$ cat config.mk
export PLATFORM = sky130hd
export DESIGN_NAME = integer_to_padded_text_flat
export DESIGN_NICKNAME = d
export VERILOG_FILES = /design/src/itpt_pkg.sv /design/src/itpt_if.sv /design/src/itpt_digit_sel.sv /design/src/itpt_conv.sv /design/src/itpt_char_gen.sv /design/src/integer_to_padded_text.sv /design/src/flat_wrapper.sv
export VERILOG_INCLUDE_DIRS = /design/src /design/src/src
export SDC_FILE = /design/constraint.sdc
export NUM_CORES = 2
export LEC_CHECK = 0
export BUFFER_PORTS_ARGS = -buffer_cell sky130_fd_sc_hd__buf_2
export CAP_MARGIN = 20
export CORE_AREA = 5 5 276 278
export CTS_BUF_LIST = sky130_fd_sc_hd__clkbuf_4
export DETAILED_ROUTE_END_ITERATION = 7
export DIE_AREA = 0 0 281 283
export PLACE_DENSITY = 0.68
export SLEW_MARGIN = 20
export SYNTH_ARGS = -nofsm -noshare
export SYNTH_HDL_FRONTEND = slang
export SYNTH_SLANG_ARGS = --single-unit
$ cat constraint.sdc
create_clock -name clock -period 6.25 [get_ports clock]
set_input_delay 0.625 -clock clock [delete_from_list [all_inputs] [get_ports clock]]
set_output_delay 0.625 -clock clock [all_outputs]
set_load 0.005 [all_outputs]
$ cat src/assert_macros.svh
// Assertion macros shared by the RTL of the padded text formatter.
// Depends on nothing; files that check their own logic include it.
`ifndef ASSERT_MACROS_SVH
`define ASSERT_MACROS_SVH

// The condition must hold at every clock edge outside reset.
`define ASSERT_HOLDS(label, clk, rst, cond, msg) \
   label: assert property (@(posedge clk) disable iff (rst) (cond)) else $error(msg);

// The consequent must hold in the same cycle as the antecedent.
`define ASSERT_IMPL(label, clk, rst, ante, cons, msg) \
   label: assert property (@(posedge clk) disable iff (rst) (ante) |-> (cons)) else $error(msg);

// The consequent must hold in the cycle after the antecedent.
`define ASSERT_NEXT(label, clk, rst, ante, cons, msg) \
   label: assert property (@(posedge clk) disable iff (rst) (ante) |=> (cons)) else $error(msg);

`endif

$ cat src/itpt_pkg.sv
// Package of the padded text formatter: field widths, character codes,
// digit base and sequencer types, and small helper functions. No dependencies.
`default_nettype none

package itpt_pkg;

   localparam int VALUE_W        = 64;
   localparam int BASE_W         = 3;
   localparam int FIELD_WIDTH_W  = 7;
   localparam int CHAR_W         = 32;
   localparam int COUNT_W        = 3;
   localparam int GROUP_CHARS    = 4;
   // Text positions: the field never exceeds 127 characters plus one group.
   localparam int POS_W          = 8;

   localparam int WIDTH_CAP_DEF  = 64;
   localparam int VALUE_BITS_DEF = 64;

   localparam logic [CHAR_W-1:0] CHAR_SPACE = 32'h20;
   localparam logic [CHAR_W-1:0] CHAR_ZERO  = 32'h30;
   localparam logic [CHAR_W-1:0] CHAR_MINUS = 32'h2D;
   localparam logic [CHAR_W-1:0] CHAR_PLUS  = 32'h2B;
   localparam logic [CHAR_W-1:0] CHAR_A_LO  = 32'h61;
   localparam logic [CHAR_W-1:0] CHAR_A_UP  = 32'h41;

   typedef enum logic [BASE_W-1:0] {
      BASE_DEC    = 3'd0,
      BASE_HEX_LO = 3'd1,
      BASE_HEX_UP = 3'd2,
      BASE_OCT    = 3'd3,
      BASE_BIN    = 3'd4
   } base_type;

   typedef enum logic [2:0] {
      ST_IDLE,
      ST_CONV,
      ST_SCAN,
      ST_LAYOUT,
      ST_EMIT
   } state_type;

   // Layout of one request's text, shared by the sequencer and the lanes.
   typedef struct packed {
      logic [POS_W-1:0] lead_sp;
      logic [POS_W-1:0] dstart;
      logic [POS_W-1:0] dend;
      logic [POS_W-1:0] total;
      logic             has_sign;
      logic             sign_neg;
      logic             char_mode;
      base_type         base;
   } lay_type;

   typedef struct packed {
      logic load;
      logic step;
   } conv_cmd_type;

   // Decimal digits needed for the largest value of the given bit count.
   function automatic int dec_digits(input int bits);
      return (bits * 30103) / 100000 + 1;
   endfunction

   // Codes without a meaning format in decimal.
   function automatic base_type decode_base(input logic [BASE_W-1:0] raw);
      base_type b;
      case (raw)
         BASE_HEX_LO: b = BASE_HEX_LO;
         BASE_HEX_UP: b = BASE_HEX_UP;
         BASE_OCT:    b = BASE_OCT;
         BASE_BIN:    b = BASE_BIN;
         default:     b = BASE_DEC;
      endcase
      return b;
   endfunction

   function automatic logic [CHAR_W-1:0] digit_char(input logic [3:0] d, input logic upper);
      logic [CHAR_W-1:0] dw;
      dw = CHAR_W'(d);
      if (d < 4'd10) begin
         return CHAR_ZERO + dw;
      end else if (upper) begin
         return CHAR_A_UP + dw - CHAR_W'(10);
      end else begin
         return CHAR_A_LO + dw - CHAR_W'(10);
      end
   endfunction

endpackage

`default_nettype wire

$ cat src/itpt_if.sv
// Request and response channel interfaces of the padded text formatter.
// Depends on itpt_pkg for the field widths.
`default_nettype none

interface itpt_req_if;
   import itpt_pkg::*;
   logic                     valid;
   logic                     ready;
   logic [VALUE_W-1:0]       value;
   logic                     value_signed;
   logic                     format_mode;
   logic [BASE_W-1:0]        digit_base;
   logic [FIELD_WIDTH_W-1:0] field_width;
   logic                     left_align;
   logic                     plus_sign;
   logic                     zero_pad;

   modport source (output valid, value, value_signed, format_mode, digit_base, field_width,
                   left_align, plus_sign, zero_pad, input ready);
   modport sink   (input valid, value, value_signed, format_mode, digit_base, field_width,
                   left_align, plus_sign, zero_pad, output ready);
endinterface

interface itpt_rsp_if;
   import itpt_pkg::*;
   logic               valid;
   logic               ready;
   logic [CHAR_W-1:0]  char_first;
   logic [CHAR_W-1:0]  char_second;
   logic [CHAR_W-1:0]  char_third;
   logic [CHAR_W-1:0]  char_fourth;
   logic [COUNT_W-1:0] char_count;
   logic               last_group;

   modport source (output valid, char_first, char_second, char_third, char_fourth,
                   char_count, last_group, input ready);
   modport sink   (input valid, char_first, char_second, char_third, char_fourth,
                   char_count, last_group, output ready);
endinterface

`default_nettype wire

$ cat src/itpt_digit_sel.sv
// Digit selector: picks digit idx (least significant first) of the magnitude
// in the chosen base, or of the BCD word for decimal. Depends on itpt_pkg.
`default_nettype none

module itpt_digit_sel #(
   parameter int VALUE_BITS = itpt_pkg::VALUE_BITS_DEF
) (
   input  logic [VALUE_BITS-1:0]                          mag,
   input  logic [4*itpt_pkg::dec_digits(VALUE_BITS)-1:0]  bcd,
   input  itpt_pkg::base_type                             base,
   input  logic [$clog2(VALUE_BITS)-1:0]                  idx,
   output logic [3:0]                                     digit
);
   import itpt_pkg::*;

   localparam int IDX_W = $clog2(VALUE_BITS);
   localparam int BCD_W = 4 * dec_digits(VALUE_BITS);

   logic [BCD_W-1:0]      bcd_sh;
   logic [VALUE_BITS-1:0] hex_sh;
   logic [VALUE_BITS-1:0] oct_sh;
   logic [VALUE_BITS-1:0] bin_sh;
   logic [IDX_W+1:0]      oct_amt;

   assign oct_amt = (IDX_W+2)'({idx, 1'b0}) + (IDX_W+2)'(idx);
   assign bcd_sh  = bcd >> {idx, 2'b00};
   assign hex_sh  = mag >> {idx, 2'b00};
   assign oct_sh  = mag >> oct_amt;
   assign bin_sh  = mag >> idx;

   always_comb begin
      case (base)
         BASE_HEX_LO, BASE_HEX_UP: digit = hex_sh[3:0];
         BASE_OCT:                 digit = {1'b0, oct_sh[2:0]};
         BASE_BIN:                 digit = {3'b000, bin_sh[0]};
         BASE_DEC:                 digit = bcd_sh[3:0];
         default:                  digit = bcd_sh[3:0];
      endcase
   end

endmodule

`default_nettype wire

$ cat src/itpt_conv.sv
// Shared conversion unit: holds the magnitude and, for decimal, turns it into
// BCD one bit per cycle by shift and add-3. Depends on itpt_pkg.
`default_nettype none

module itpt_conv #(
   parameter int VALUE_BITS = itpt_pkg::VALUE_BITS_DEF
) (
   input  logic                                          clock,
   input  itpt_pkg::conv_cmd_type                        cmd,
   input  logic [VALUE_BITS-1:0]                         load_mag,
   output logic [VALUE_BITS-1:0]                         mag,
   output logic [4*itpt_pkg::dec_digits(VALUE_BITS)-1:0] bcd
);
   import itpt_pkg::*;

   localparam int DIGITS = dec_digits(VALUE_BITS);
   localparam int BCD_W  = 4 * DIGITS;

   logic [VALUE_BITS-1:0] mag_ff, mag_in;
   logic [BCD_W-1:0]      bcd_ff, bcd_in;
   logic [BCD_W-1:0]      adj;

   // Every BCD digit of five or more gets 3 added before the doubling shift.
   always_comb begin
      for (int i = 0; i < DIGITS; i++) begin
         if (bcd_ff[4*i +: 4] >= 4'd5) begin
            adj[4*i +: 4] = bcd_ff[4*i +: 4] + 4'd3;
         end else begin
            adj[4*i +: 4] = bcd_ff[4*i +: 4];
         end
      end
   end

   always_comb begin
      mag_in = mag_ff;
      bcd_in = bcd_ff;
      if (cmd.load) begin
         mag_in = load_mag;
         bcd_in = '0;
      end else if (cmd.step) begin
         mag_in = {mag_ff[VALUE_BITS-2:0], 1'b0};
         bcd_in = {adj[BCD_W-2:0], mag_ff[VALUE_BITS-1]};
      end
   end

   always_ff @(posedge clock) begin
      mag_ff <= mag_in;
      bcd_ff <= bcd_in;
   end

   assign mag = mag_ff;
   assign bcd = bcd_ff;

endmodule

`default_nettype wire

$ cat src/itpt_char_gen.sv
// Character lane: works out the character at one text position from the
// layout, the digits and the char-mode code point. Depends on itpt_pkg, itpt_digit_sel.
`default_nettype none

module itpt_char_gen #(
   parameter int VALUE_BITS = itpt_pkg::VALUE_BITS_DEF
) (
   input  itpt_pkg::lay_type                             lay,
   input  logic [itpt_pkg::POS_W-1:0]                    pos,
   input  logic [VALUE_BITS-1:0]                         mag,
   input  logic [4*itpt_pkg::dec_digits(VALUE_BITS)-1:0] bcd,
   input  logic [itpt_pkg::CHAR_W-1:0]                   code,
   output logic [itpt_pkg::CHAR_W-1:0]                   ch
);
   import itpt_pkg::*;

   localparam int IDX_W = $clog2(VALUE_BITS);

   logic [POS_W-1:0] rev_pos;
   logic [3:0]       digit;

   // Digits are stored least significant first, so count back from the end.
   assign rev_pos = lay.dend - pos - POS_W'(1);

   itpt_digit_sel #(
      .VALUE_BITS (VALUE_BITS)
   ) u_sel (
      .mag   (mag),
      .bcd   (bcd),
      .base  (lay.base),
      .idx   (rev_pos[IDX_W-1:0]),
      .digit (digit)
   );

   always_comb begin
      if (pos >= lay.total) begin
         ch = '0;
      end else if (pos < lay.lead_sp) begin
         ch = CHAR_SPACE;
      end else if (lay.has_sign && (pos == lay.lead_sp)) begin
         ch = lay.sign_neg ? CHAR_MINUS : CHAR_PLUS;
      end else if (pos < lay.dstart) begin
         ch = CHAR_ZERO;
      end else if (pos < lay.dend) begin
         ch = lay.char_mode ? code : digit_char(digit, lay.base == BASE_HEX_UP);
      end else begin
         ch = CHAR_SPACE;
      end
   end

endmodule

`default_nettype wire

$ cat src/integer_to_padded_text.sv
// Channel | Dir | Contents
// req_bus | in  | value, value_signed, format_mode, digit_base, field_width, flags
// rsp_bus | out | char_first..char_fourth, char_count, last_group
//
// Decimal loads the magnitude, runs the shift/add-3 unit, scans for the leading
// digit, lays out the text and emits groups of four chars. Other bases skip the
// conversion: load, scan, layout, groups. Char mode: load, layout, groups. Reset
// is synchronous and clears the sequencer and the response valid; a stalled
// response holds emission, but a request is taken while the final group waits.
//
// Top level of the padded text formatter: sequencer, item registers, four
// character lanes and the response register. Depends on itpt_pkg, itpt_if,
// itpt_conv, itpt_char_gen, itpt_digit_sel and assert_macros.svh.
`default_nettype none
`include "assert_macros.svh"

module integer_to_padded_text #(
   parameter int WIDTH_CAP  = itpt_pkg::WIDTH_CAP_DEF,
   parameter int VALUE_BITS = itpt_pkg::VALUE_BITS_DEF
) (
   input  logic       clock,
   input  logic       reset,
   itpt_req_if.sink   req_bus,
   itpt_rsp_if.source rsp_bus
);
   import itpt_pkg::*;

   localparam int DEC_DIGITS = dec_digits(VALUE_BITS);
   localparam int BCD_W      = 4 * DEC_DIGITS;
   localparam int HEX_DIGITS = (VALUE_BITS + 3) / 4;
   localparam int OCT_DIGITS = (VALUE_BITS + 2) / 3;
   localparam int IDX_W      = $clog2(VALUE_BITS);
   localparam int NDIG_W     = $clog2(VALUE_BITS + 1);
   localparam int CNT_W      = $clog2(VALUE_BITS);
   localparam logic [FIELD_WIDTH_W:0] MAXW = (FIELD_WIDTH_W+1)'(WIDTH_CAP);

   state_type state_ff, state_in;

   logic                     req_ready;
   logic                     accept;
   conv_cmd_type             conv_cmd;
   logic                     scan_en;
   logic                     layout_en;
   logic                     emit_go;
   logic                     emit_last;
   logic                     conv_last;
   logic                     scan_done;

   logic [VALUE_BITS-1:0]    in_value;
   logic                     in_neg;
   logic [VALUE_BITS-1:0]    in_mag;
   base_type                 in_base;
   logic [FIELD_WIDTH_W-1:0] in_width;
   logic [IDX_W-1:0]         in_start_idx;

   lay_type                  lay_ff, lay_in;
   logic                     left_ff, left_in;
   logic                     zpad_ff, zpad_in;
   logic [FIELD_WIDTH_W-1:0] width_ff, width_in;
   logic [CHAR_W-1:0]        code_ff, code_in;
   logic [IDX_W-1:0]         idx_ff, idx_in;
   logic [CNT_W-1:0]         cnt_ff, cnt_in;
   logic [NDIG_W-1:0]        ndig_ff, ndig_in;
   logic [POS_W-1:0]         pos_ff, pos_in;

   logic [POS_W-1:0]         len;
   logic [POS_W-1:0]         fld;
   logic [POS_W-1:0]         pad;
   logic [POS_W-1:0]         rem;

   logic [VALUE_BITS-1:0]    mag;
   logic [BCD_W-1:0]         bcd;
   logic [3:0]               scan_digit;
   logic [CHAR_W-1:0]        lane_ch [GROUP_CHARS];

   logic                     rsp_valid_ff, rsp_valid_in;
   logic [CHAR_W-1:0]        first_ff, second_ff, third_ff, fourth_ff;
   logic [COUNT_W-1:0]       count_ff, count_in;
   logic                     last_ff;

   // Request decode.
   assign in_value = req_bus.value[VALUE_BITS-1:0];
   assign in_neg   = req_bus.value_signed && in_value[VALUE_BITS-1];
   assign in_mag   = in_neg ? (~in_value + VALUE_BITS'(1)) : in_value;
   assign in_base  = decode_base(req_bus.digit_base);
   assign in_width = ({1'b0, req_bus.field_width} > MAXW) ? MAXW[FIELD_WIDTH_W-1:0]
                                                          : req_bus.field_width;

   always_comb begin
      case (in_base)
         BASE_HEX_LO, BASE_HEX_UP: in_start_idx = IDX_W'(HEX_DIGITS - 1);
         BASE_OCT:                 in_start_idx = IDX_W'(OCT_DIGITS - 1);
         BASE_BIN:                 in_start_idx = IDX_W'(VALUE_BITS - 1);
         BASE_DEC:                 in_start_idx = IDX_W'(DEC_DIGITS - 1);
         default:                  in_start_idx = IDX_W'(DEC_DIGITS - 1);
      endcase
   end

   assign conv_last = cnt_ff == CNT_W'(VALUE_BITS - 1);
   assign scan_done = (scan_digit != 4'd0) || (idx_ff == '0);
   assign rem       = lay_ff.total - pos_ff;
   assign emit_last = rem <= POS_W'(GROUP_CHARS);

   // Next state.
   always_comb begin
      state_in = state_ff;
      case (state_ff)
         ST_IDLE: begin
            if (req_bus.valid) begin
               if (req_bus.format_mode) begin
                  state_in = ST_LAYOUT;
               end else if (in_base == BASE_DEC) begin
                  state_in = ST_CONV;
               end else begin
                  state_in = ST_SCAN;
               end
            end
         end
         ST_CONV: begin
            if (conv_last) state_in = ST_SCAN;
         end
         ST_SCAN: begin
            if (scan_done) state_in = ST_LAYOUT;
         end
         ST_LAYOUT: state_in = ST_EMIT;
         ST_EMIT: begin
            if (emit_go && emit_last) state_in = ST_IDLE;
         end
         default: state_in = ST_IDLE;
      endcase
   end

   // Sequencer outputs.
   always_comb begin
      req_ready = 1'b0;
      conv_cmd  = '0;
      scan_en   = 1'b0;
      layout_en = 1'b0;
      emit_go   = 1'b0;
      case (state_ff)
         ST_IDLE: begin
            req_ready     = 1'b1;
            conv_cmd.load = req_bus.valid;
         end
         ST_CONV:   conv_cmd.step = 1'b1;
         ST_SCAN:   scan_en = 1'b1;
         ST_LAYOUT: layout_en = 1'b1;
         ST_EMIT:   emit_go = !rsp_valid_ff || rsp_bus.ready;
         default:   ;
      endcase
   end

   assign req_bus.ready = req_ready;
   assign accept        = req_bus.valid && req_ready;

   // Layout of the text: [spaces][sign][zeros][digits][spaces].
   assign len = POS_W'(ndig_ff) + POS_W'(lay_ff.has_sign);
   assign fld = POS_W'(width_ff);
   assign pad = (fld > len) ? fld - len : '0;

   always_comb begin
      lay_in    = lay_ff;
      left_in   = left_ff;
      zpad_in   = zpad_ff;
      width_in  = width_ff;
      code_in   = code_ff;
      idx_in    = idx_ff;
      cnt_in    = cnt_ff;
      ndig_in   = ndig_ff;
      pos_in    = pos_ff;
      if (accept) begin
         lay_in.base      = in_base;
         lay_in.char_mode = req_bus.format_mode;
         lay_in.has_sign  = !req_bus.format_mode && (in_neg || req_bus.plus_sign);
         lay_in.sign_neg  = in_neg;
         left_in          = req_bus.left_align;
         zpad_in          = req_bus.zero_pad;
         width_in         = in_width;
         code_in          = req_bus.value[CHAR_W-1:0];
         idx_in           = in_start_idx;
         cnt_in           = '0;
         ndig_in          = NDIG_W'(1);
         pos_in           = '0;
      end
      if (conv_cmd.step) begin
         cnt_in = cnt_ff + CNT_W'(1);
      end
      if (scan_en) begin
         if (scan_done) begin
            ndig_in = NDIG_W'(idx_ff) + NDIG_W'(1);
         end else begin
            idx_in = idx_ff - IDX_W'(1);
         end
      end
      if (layout_en) begin
         lay_in.total   = (fld > len) ? fld : len;
         lay_in.lead_sp = (!left_ff && !zpad_ff) ? pad : '0;
         lay_in.dstart  = (left_ff ? '0 : pad) + POS_W'(lay_ff.has_sign);
         lay_in.dend    = (left_ff ? '0 : pad) + len;
      end
      if (emit_go) begin
         pos_in = pos_ff + POS_W'(GROUP_CHARS);
      end
   end

   itpt_conv #(
      .VALUE_BITS (VALUE_BITS)
   ) u_conv (
      .clock    (clock),
      .cmd      (conv_cmd),
      .load_mag (in_mag),
      .mag      (mag),
      .bcd      (bcd)
   );

   itpt_digit_sel #(
      .VALUE_BITS (VALUE_BITS)
   ) u_scan_sel (
      .mag   (mag),
      .bcd   (bcd),
      .base  (lay_ff.base),
      .idx   (idx_ff),
      .digit (scan_digit)
   );

   for (genvar j = 0; j < GROUP_CHARS; j++) begin : g_lane
      itpt_char_gen #(
         .VALUE_BITS (VALUE_BITS)
      ) u_lane (
         .lay  (lay_ff),
         .pos  (pos_ff + POS_W'(j)),
         .mag  (mag),
         .bcd  (bcd),
         .code (code_ff),
         .ch   (lane_ch[j])
      );
   end

   // Response register: a new request can be taken while the final group waits here.
   assign count_in = emit_last ? rem[COUNT_W-1:0] : COUNT_W'(GROUP_CHARS);

   always_comb begin
      rsp_valid_in = rsp_valid_ff;
      if (emit_go) begin
         rsp_valid_in = 1'b1;
      end else if (rsp_bus.ready) begin
         rsp_valid_in = 1'b0;
      end
   end

   always_ff @(posedge clock) begin
      if (reset) begin
         state_ff     <= ST_IDLE;
         rsp_valid_ff <= 1'b0;
      end else begin
         state_ff     <= state_in;
         rsp_valid_ff <= rsp_valid_in;
      end
   end

   always_ff @(posedge clock) begin
      lay_ff   <= lay_in;
      left_ff  <= left_in;
      zpad_ff  <= zpad_in;
      width_ff <= width_in;
      code_ff  <= code_in;
      idx_ff   <= idx_in;
      cnt_ff   <= cnt_in;
      ndig_ff  <= ndig_in;
      pos_ff   <= pos_in;
      if (emit_go) begin
         first_ff  <= lane_ch[0];
         second_ff <= lane_ch[1];
         third_ff  <= lane_ch[2];
         fourth_ff <= lane_ch[3];
         count_ff  <= count_in;
         last_ff   <= emit_last;
      end
   end

   assign rsp_bus.valid       = rsp_valid_ff;
   assign rsp_bus.char_first  = first_ff;
   assign rsp_bus.char_second = second_ff;
   assign rsp_bus.char_third  = third_ff;
   assign rsp_bus.char_fourth = fourth_ff;
   assign rsp_bus.char_count  = count_ff;
   assign rsp_bus.last_group  = last_ff;

   `ASSERT_IMPL(a_count_range, clock, reset, rsp_bus.valid, (rsp_bus.char_count != '0) && (rsp_bus.char_count <= COUNT_W'(GROUP_CHARS)), "response group count out of range")
   `ASSERT_IMPL(a_short_group_clear, clock, reset, rsp_bus.valid && (rsp_bus.char_count != COUNT_W'(GROUP_CHARS)), rsp_bus.char_fourth == '0, "unused character slot not cleared")
   `ASSERT_HOLDS(a_pos_in_text, clock, reset, (state_ff != ST_EMIT) || (pos_ff < lay_ff.total), "emission position beyond the text")
   `ASSERT_NEXT(a_last_to_idle, clock, reset, emit_go && emit_last, req_bus.ready && rsp_bus.valid && rsp_bus.last_group, "final group did not end the request")

endmodule

`default_nettype wire
$ cat src/flat_wrapper.sv
// flat-port wrapper written by rule: the top's interface ports become plain ports
module integer_to_padded_text_flat import itpt_pkg::*;
#(
   parameter int WIDTH_CAP  = itpt_pkg::WIDTH_CAP_DEF,
   parameter int VALUE_BITS = itpt_pkg::VALUE_BITS_DEF
)
  (clock, reset, req_bus_valid, req_bus_value, req_bus_value_signed, req_bus_format_mode, req_bus_digit_base, req_bus_field_width, req_bus_left_align, req_bus_plus_sign, req_bus_zero_pad, req_bus_ready, rsp_bus_valid, rsp_bus_char_first, rsp_bus_char_second, rsp_bus_char_third, rsp_bus_char_fourth, rsp_bus_char_count, rsp_bus_last_group, rsp_bus_ready);
  itpt_req_if req_bus_i ();
  itpt_rsp_if rsp_bus_i ();
  input  logic clock;
  input  logic reset;
  input wire logic [$bits(req_bus_i.valid)-1:0] req_bus_valid;
  input wire logic [$bits(req_bus_i.value)-1:0] req_bus_value;
  input wire logic [$bits(req_bus_i.value_signed)-1:0] req_bus_value_signed;
  input wire logic [$bits(req_bus_i.format_mode)-1:0] req_bus_format_mode;
  input wire logic [$bits(req_bus_i.digit_base)-1:0] req_bus_digit_base;
  input wire logic [$bits(req_bus_i.field_width)-1:0] req_bus_field_width;
  input wire logic [$bits(req_bus_i.left_align)-1:0] req_bus_left_align;
  input wire logic [$bits(req_bus_i.plus_sign)-1:0] req_bus_plus_sign;
  input wire logic [$bits(req_bus_i.zero_pad)-1:0] req_bus_zero_pad;
  output wire logic [$bits(req_bus_i.ready)-1:0] req_bus_ready;
  output wire logic [$bits(rsp_bus_i.valid)-1:0] rsp_bus_valid;
  output wire logic [$bits(rsp_bus_i.char_first)-1:0] rsp_bus_char_first;
  output wire logic [$bits(rsp_bus_i.char_second)-1:0] rsp_bus_char_second;
  output wire logic [$bits(rsp_bus_i.char_third)-1:0] rsp_bus_char_third;
  output wire logic [$bits(rsp_bus_i.char_fourth)-1:0] rsp_bus_char_fourth;
  output wire logic [$bits(rsp_bus_i.char_count)-1:0] rsp_bus_char_count;
  output wire logic [$bits(rsp_bus_i.last_group)-1:0] rsp_bus_last_group;
  input wire logic [$bits(rsp_bus_i.ready)-1:0] rsp_bus_ready;
  assign req_bus_i.valid = req_bus_valid;
  assign req_bus_i.value = req_bus_value;
  assign req_bus_i.value_signed = req_bus_value_signed;
  assign req_bus_i.format_mode = req_bus_format_mode;
  assign req_bus_i.digit_base = req_bus_digit_base;
  assign req_bus_i.field_width = req_bus_field_width;
  assign req_bus_i.left_align = req_bus_left_align;
  assign req_bus_i.plus_sign = req_bus_plus_sign;
  assign req_bus_i.zero_pad = req_bus_zero_pad;
  assign req_bus_ready = req_bus_i.ready;
  assign rsp_bus_valid = rsp_bus_i.valid;
  assign rsp_bus_char_first = rsp_bus_i.char_first;
  assign rsp_bus_char_second = rsp_bus_i.char_second;
  assign rsp_bus_char_third = rsp_bus_i.char_third;
  assign rsp_bus_char_fourth = rsp_bus_i.char_fourth;
  assign rsp_bus_char_count = rsp_bus_i.char_count;
  assign rsp_bus_last_group = rsp_bus_i.last_group;
  assign rsp_bus_i.ready = rsp_bus_ready;
  integer_to_padded_text #(.WIDTH_CAP(WIDTH_CAP), .VALUE_BITS(VALUE_BITS)) u_core (.clock(clock), .reset(reset), .req_bus(req_bus_i), .rsp_bus(rsp_bus_i));
endmodule
==> results.md <==
Status:
- The flow ran to the end, and the final reports show no timing, DRC or antenna violations.

Synth:
- The dominant cell type by area after synthesis is sky130_fd_sc_hd__edfxtp_1.
- After synthesis the netlist holds a flip-flop and latch count of 384.
- In the post-synthesis netlist, the biggest area contributors are sky130_fd_sc_hd__edfxtp_1 (25%), sky130_fd_sc_hd__mux4_2 (20%), sky130_fd_sc_hd__dfxtp_1 (5.6%).
- The flip-flop cell with the highest count after synthesis is sky130_fd_sc_hd__edfxtp_1.
- Dividing the synthesized area by the synthesized cell count gives 9.82 µm².
- The number of enable flip-flop cells after synthesis is 287.
- During synthesis, Yosys emitted a total of 0 warnings.
- The portion of synthesized cell area occupied by the leading cell type is 24.7%.
- After technology mapping, the gate count stands at 3,555.
- The number of nets produced by synthesis is 3,790.
- In this run the cell area of the synthesized design comes to 0.0349 mm².
- The distinct cell type count after synthesis is 91.
- The share of the Yosys chip area taken by registers is 30.2%.
- The fraction of synthesis flops using an asynchronous set or reset pin is 0%.

GRT:
- The initial antenna violation count is 8.
- The largest net degree at the start of global routing is 142.
- The sum of overflow across all layers after global routing is 0.
- The met2 capacity usage during global routing is 45.9%.
- The met1 routing resource usage after global routing is 40.5%.
- The number of global-route vias before repair is 29.3k.
- The first global-routing pass estimated 190,000 µm of wire.
- The met3 usage is 10.6%.
- The most congested layer reported by global routing is met2.
- The total routing usage reported by global routing is 31.0%.

Placed design:
- The final weighted congestion in routability-driven placement is 1.10.
- Once detailed placement completed, the half-perimeter wirelength came to 91,900 µm.
- In this run the tool buffered the top-level ports with 216 buffer cells.

Min path:
- The start point of the worst min-delay path is req_bus_value[63].
- The path category of the worst min-delay check is in -> reg.

STA:
- The final-layout setup total negative slack is 0 ns.
- The final-report setup violation count is 0.
- The headroom to the max-slew limit is 25.1%.
- Setup repair after global routing left no endpoint under its margin.
- The transition time at the pin with the least slew margin is 1.12 ns.
- The minimum clock period is 5.81 ns.
- The count of endpoints failing hold in the final timing report is 0.
- The count of pins over their slew limit is 0.
- Between clock sinks in the finished design, the worst skew comes to 0.0838 ns.
- The part of the cycle the worst path needs is 93.0%.
- The top achievable clock speed is 172 MHz.

Pwr:
- Sequential cells burn 22.1% of the power.
- The fraction of power consumed by the clock network is 12.5%.
- The worst-case vdd ir drop is 0.247 mV.
- The static leakage is 0.0144 µW.
- Summing internal, switching and leakage power gives 18,400 µW.
- Power spread over the standard cell area amounts to 475 mW/mm².
- The combinational group share of total power is 65.4%.
- Summed over all nets, the switching power comes to 9000 µW.
- The internal portion of total power is 9390 µW.
- In this run switching power makes up 48.9% of total power.

Clock tree:
- TritonCTS built the clock tree.
- The worst-case clock buffer depth is 3.
- Counting every sink on the clock net gives 384.
- The latest clock arrival within the worst-skew pair is 0.95 ns.
- The H-tree level count is 3.
- Clock tree synthesis inserted a total of 102 buffers.
- The clock transition time at the flip-flop clock pins of the worst setup and hold paths is 0.07 ns.
- CTS placed an instance of sky130_fd_sc_hd__clkbuf_4 at the clock tree root.

Routing:
- The first-pass detailed-route iteration total is 8.
- The total number of vias is 31.8k.
- The number of routed nets with antenna violations is 0.
- In the routed layout, each cell is associated on average with a via count of 6.65.
- The average detailed-routed wire length per instance is 26.9 µm.
- For this run, design rule violations remaining after detail routing come to 0.
- The routed wire length is 128,000 µm.
- The number of DRC markers in iteration 0 is 4,359.

Setup path:
- Along the worst path, the maximum fanout reaches 17.
- At the worst endpoint, the arrival time is 6.47 ns.
- The launching point of the worst reg2reg path is u_core.lay_ff[15].
- The worst setup path is launched from a flop.
- The path type of the worst setup path is reg -> reg.
- In this run the worst setup path begins at u_core.lay_ff[15].
- For the worst setup path, the data required time is 6.91 ns.
- The worst setup path is captured at a flop.

Die:
- The die outline height is 283 µm.
- The floorplan step set the die width to 281 µm.
- The initialized floorplan defines 100 standard-cell rows.
- The area inside the core boundary is 0.0737 mm².
- In this run the count of I/O pins placed on the die edge is 217.
- For this configuration, the core starts out at a cell density of 47.4%.
- The die covers 0.0795 mm².

Layout:
- The net count of the finished layout is 3,953.
- The area added between synthesis and finish is 10.8%.
- The ratio of cells with drive above 1 in the final layout is 23.6%.

Run:
- The max-cap violation count is 0.
layout make-up:
cell class,count,area (µm²)
fillers,6667,35000
multi-input cells,2703,22500
flip-flops and latches,384,10600
repair buffers,380,2470
well taps,969,1210
clock buffers,143,1070
inverters,147,558
clock inverters,46,277
diodes,4,10.0
registers in the layout, summed over array words and instances (netlist names), 3 cells and up:
signal / flops
u_core.rsp_bus.char_count: 3
u_core.code_ff: 32
u_core.lay_ff: 38
u_core.rsp_bus.char_fourth: 32
u_core.rsp_bus.char_third: 32
u_core.u_conv.bcd: 80
u_core.u_conv.mag: 64
u_core.width_ff: 7
u_core.pos_ff: 6
u_core.rsp_bus.char_first: 32
u_core.idx_ff: 6
u_core.cnt_ff: 6
u_core.rsp_bus.char_second: 32
u_core.ndig_ff: 7
u_core.state_ff: 3
Yosys cell counts (22+ instances only):
library cell,count
sky130_fd_sc_hd__a211oi_1,59
sky130_fd_sc_hd__a21o_1,29
sky130_fd_sc_hd__a21oi_1,231
sky130_fd_sc_hd__a31oi_1,33
sky130_fd_sc_hd__and2_1,32
sky130_fd_sc_hd__buf_2,60
sky130_fd_sc_hd__buf_4,22
sky130_fd_sc_hd__clkbuf_1,218
sky130_fd_sc_hd__dfxtp_1,97
sky130_fd_sc_hd__edfxtp_1,287
sky130_fd_sc_hd__ha_1,144
sky130_fd_sc_hd__inv_1,134
sky130_fd_sc_hd__mux2_2,48
sky130_fd_sc_hd__mux2i_1,141
sky130_fd_sc_hd__mux4_2,311
sky130_fd_sc_hd__nand2_1,271
sky130_fd_sc_hd__nand2b_1,59
sky130_fd_sc_hd__nand3_1,145
sky130_fd_sc_hd__nor2_1,354
sky130_fd_sc_hd__nor2b_1,42
sky130_fd_sc_hd__nor3_1,51
sky130_fd_sc_hd__nor4_1,56
sky130_fd_sc_hd__o211ai_1,22
sky130_fd_sc_hd__o21ai_0,214
sky130_fd_sc_hd__o31ai_1,35
sky130_fd_sc_hd__xnor2_1,98
sky130_fd_sc_hd__xor2_1,57
critical path: stages, from the launching register on:
cell and delay [ns]:
sky130_fd_sc_hd__edfxtp_1 0.49, sky130_fd_sc_hd__clkinv_1 0.27, sky130_fd_sc_hd__fa_1 0.52, sky130_fd_sc_hd__a21boi_1 0.20, sky130_fd_sc_hd__xor2_1 0.23, sky130_fd_sc_hd__inv_2 0.15
sky130_fd_sc_hd__ha_1 0.57, sky130_fd_sc_hd__xor2_4 0.61, sky130_fd_sc_hd__mux4_2 0.60, sky130_fd_sc_hd__mux4_2 0.49, sky130_fd_sc_hd__and2_1 0.18, sky130_fd_sc_hd__a211oi_1 0.28
sky130_fd_sc_hd__a2111oi_2 0.12, sky130_fd_sc_hd__ha_1 0.26, sky130_fd_sc_hd__nand2_1 0.07, sky130_fd_sc_hd__nor3_1 0.05, sky130_fd_sc_hd__o311ai_0 0.35, sky130_fd_sc_hd__a21oi_1 0.11
placed cells by master (no fill, tap or decap), types with 31 or more instances in the layout:
cell type	Yosys	final
sky130_fd_sc_hd__buf_2	60	216
sky130_fd_sc_hd__inv_1	134	132
sky130_fd_sc_hd__nand3_1	145	145
sky130_fd_sc_hd__buf_4	22	117
sky130_fd_sc_hd__xnor2_1	98	97
sky130_fd_sc_hd__a21oi_1	231	231
sky130_fd_sc_hd__o31ai_1	35	34
sky130_fd_sc_hd__edfxtp_1	287	287
sky130_fd_sc_hd__dlygate4sd3_1	0	43
sky130_fd_sc_hd__and2_1	32	31
sky130_fd_sc_hd__nor4_1	56	56
sky130_fd_sc_hd__clkinv_1	8	37
sky130_fd_sc_hd__nand2_1	271	268
sky130_fd_sc_hd__clkbuf_4	0	143
sky130_fd_sc_hd__dfxtp_1	97	96
sky130_fd_sc_hd__nor2b_1	42	42
sky130_fd_sc_hd__nand2b_1	59	59
sky130_fd_sc_hd__mux4_2	311	311
sky130_fd_sc_hd__mux2_2	48	48
sky130_fd_sc_hd__a31oi_1	33	33
sky130_fd_sc_hd__mux2i_1	141	141
sky130_fd_sc_hd__nor3_1	51	51
sky130_fd_sc_hd__a211oi_1	59	58
sky130_fd_sc_hd__ha_1	144	142
sky130_fd_sc_hd__nor2_1	354	353
sky130_fd_sc_hd__o21ai_0	214	214
sky130_fd_sc_hd__xor2_1	57	55
layer usage:
layer / vias up / share of wire, %
met5: - / 0.034
met4: 8 / 6.6
met3: 514 / 14
met2: 2263 / 43
met1: 15161 / 37
li1: 13809 / -
power by group through the flow:
stage	clock network, µW	registers, µW	logic (µW)
2_1_floorplan	0	3580	8330
3_3_place_gp	0	4050	11500
3_5_place_dp	0	4050	11500
4_1_cts	2350	4000	11600
5_1_grt	2480	4060	12700
6_report	2300	4070	12000
final timing paths:
path,endpoint,slack [ns],cells past startpoint
max,u_core.rsp_bus.char_first[2],0.44,17
min,u_core.u_conv.mag[63],0.08,3
max reg2reg,u_core.rsp_bus.char_first[2],0.44,17
min reg2reg,u_core.idx_ff[0],0.47,1
cell families (layout without fill, tap and decap cells):
kind of cell	count (synthesis)	after routing	synth area share, %
multiplexers	500	500	25.7
buffers and inverters	468	716	5.48
AND/OR/NAND/NOR	1107	1107	14.9
XOR/XNOR	161	161	4.19
AO/OA/AOI/OAI	783	783	13.9
other	0	4	0
flip-flops	384	384	30.2
adder cells (fa/ha/maj)	152	152	5.62
metrics by stage:
stage | instance area [µm²] | util [%] | setup slack, ns | hold slack, ns | instances
after floorplan | 34900 | - | 0.00831 | 0.457 | 3555
after global routing | 38700 | 52.5 | 0.253 | 0.0681 | 4773
final | 38700 | 52.5 | 0.438 | 0.0770 | 4776
after CTS | 38700 | 52.5 | 0.510 | 0.00742 | 4772
after global placement | 36900 | 50.1 | 0.601 | 0.456 | 4540
after detailed placement | 36900 | 50.1 | 0.545 | 0.468 | 4540
repair_timing:
| action | CTS | global route |
|---|---|---|
| hold buffers | 43 | 0 |
| setup buffers | 0 | 0 |
| resized for setup | 0 | 1 |
| endpoints found under the setup margin | 0 | 1 |
| hold endpoints to repair | 46 | 0 |
Note: power is estimated with default switching activity, not from simulation.
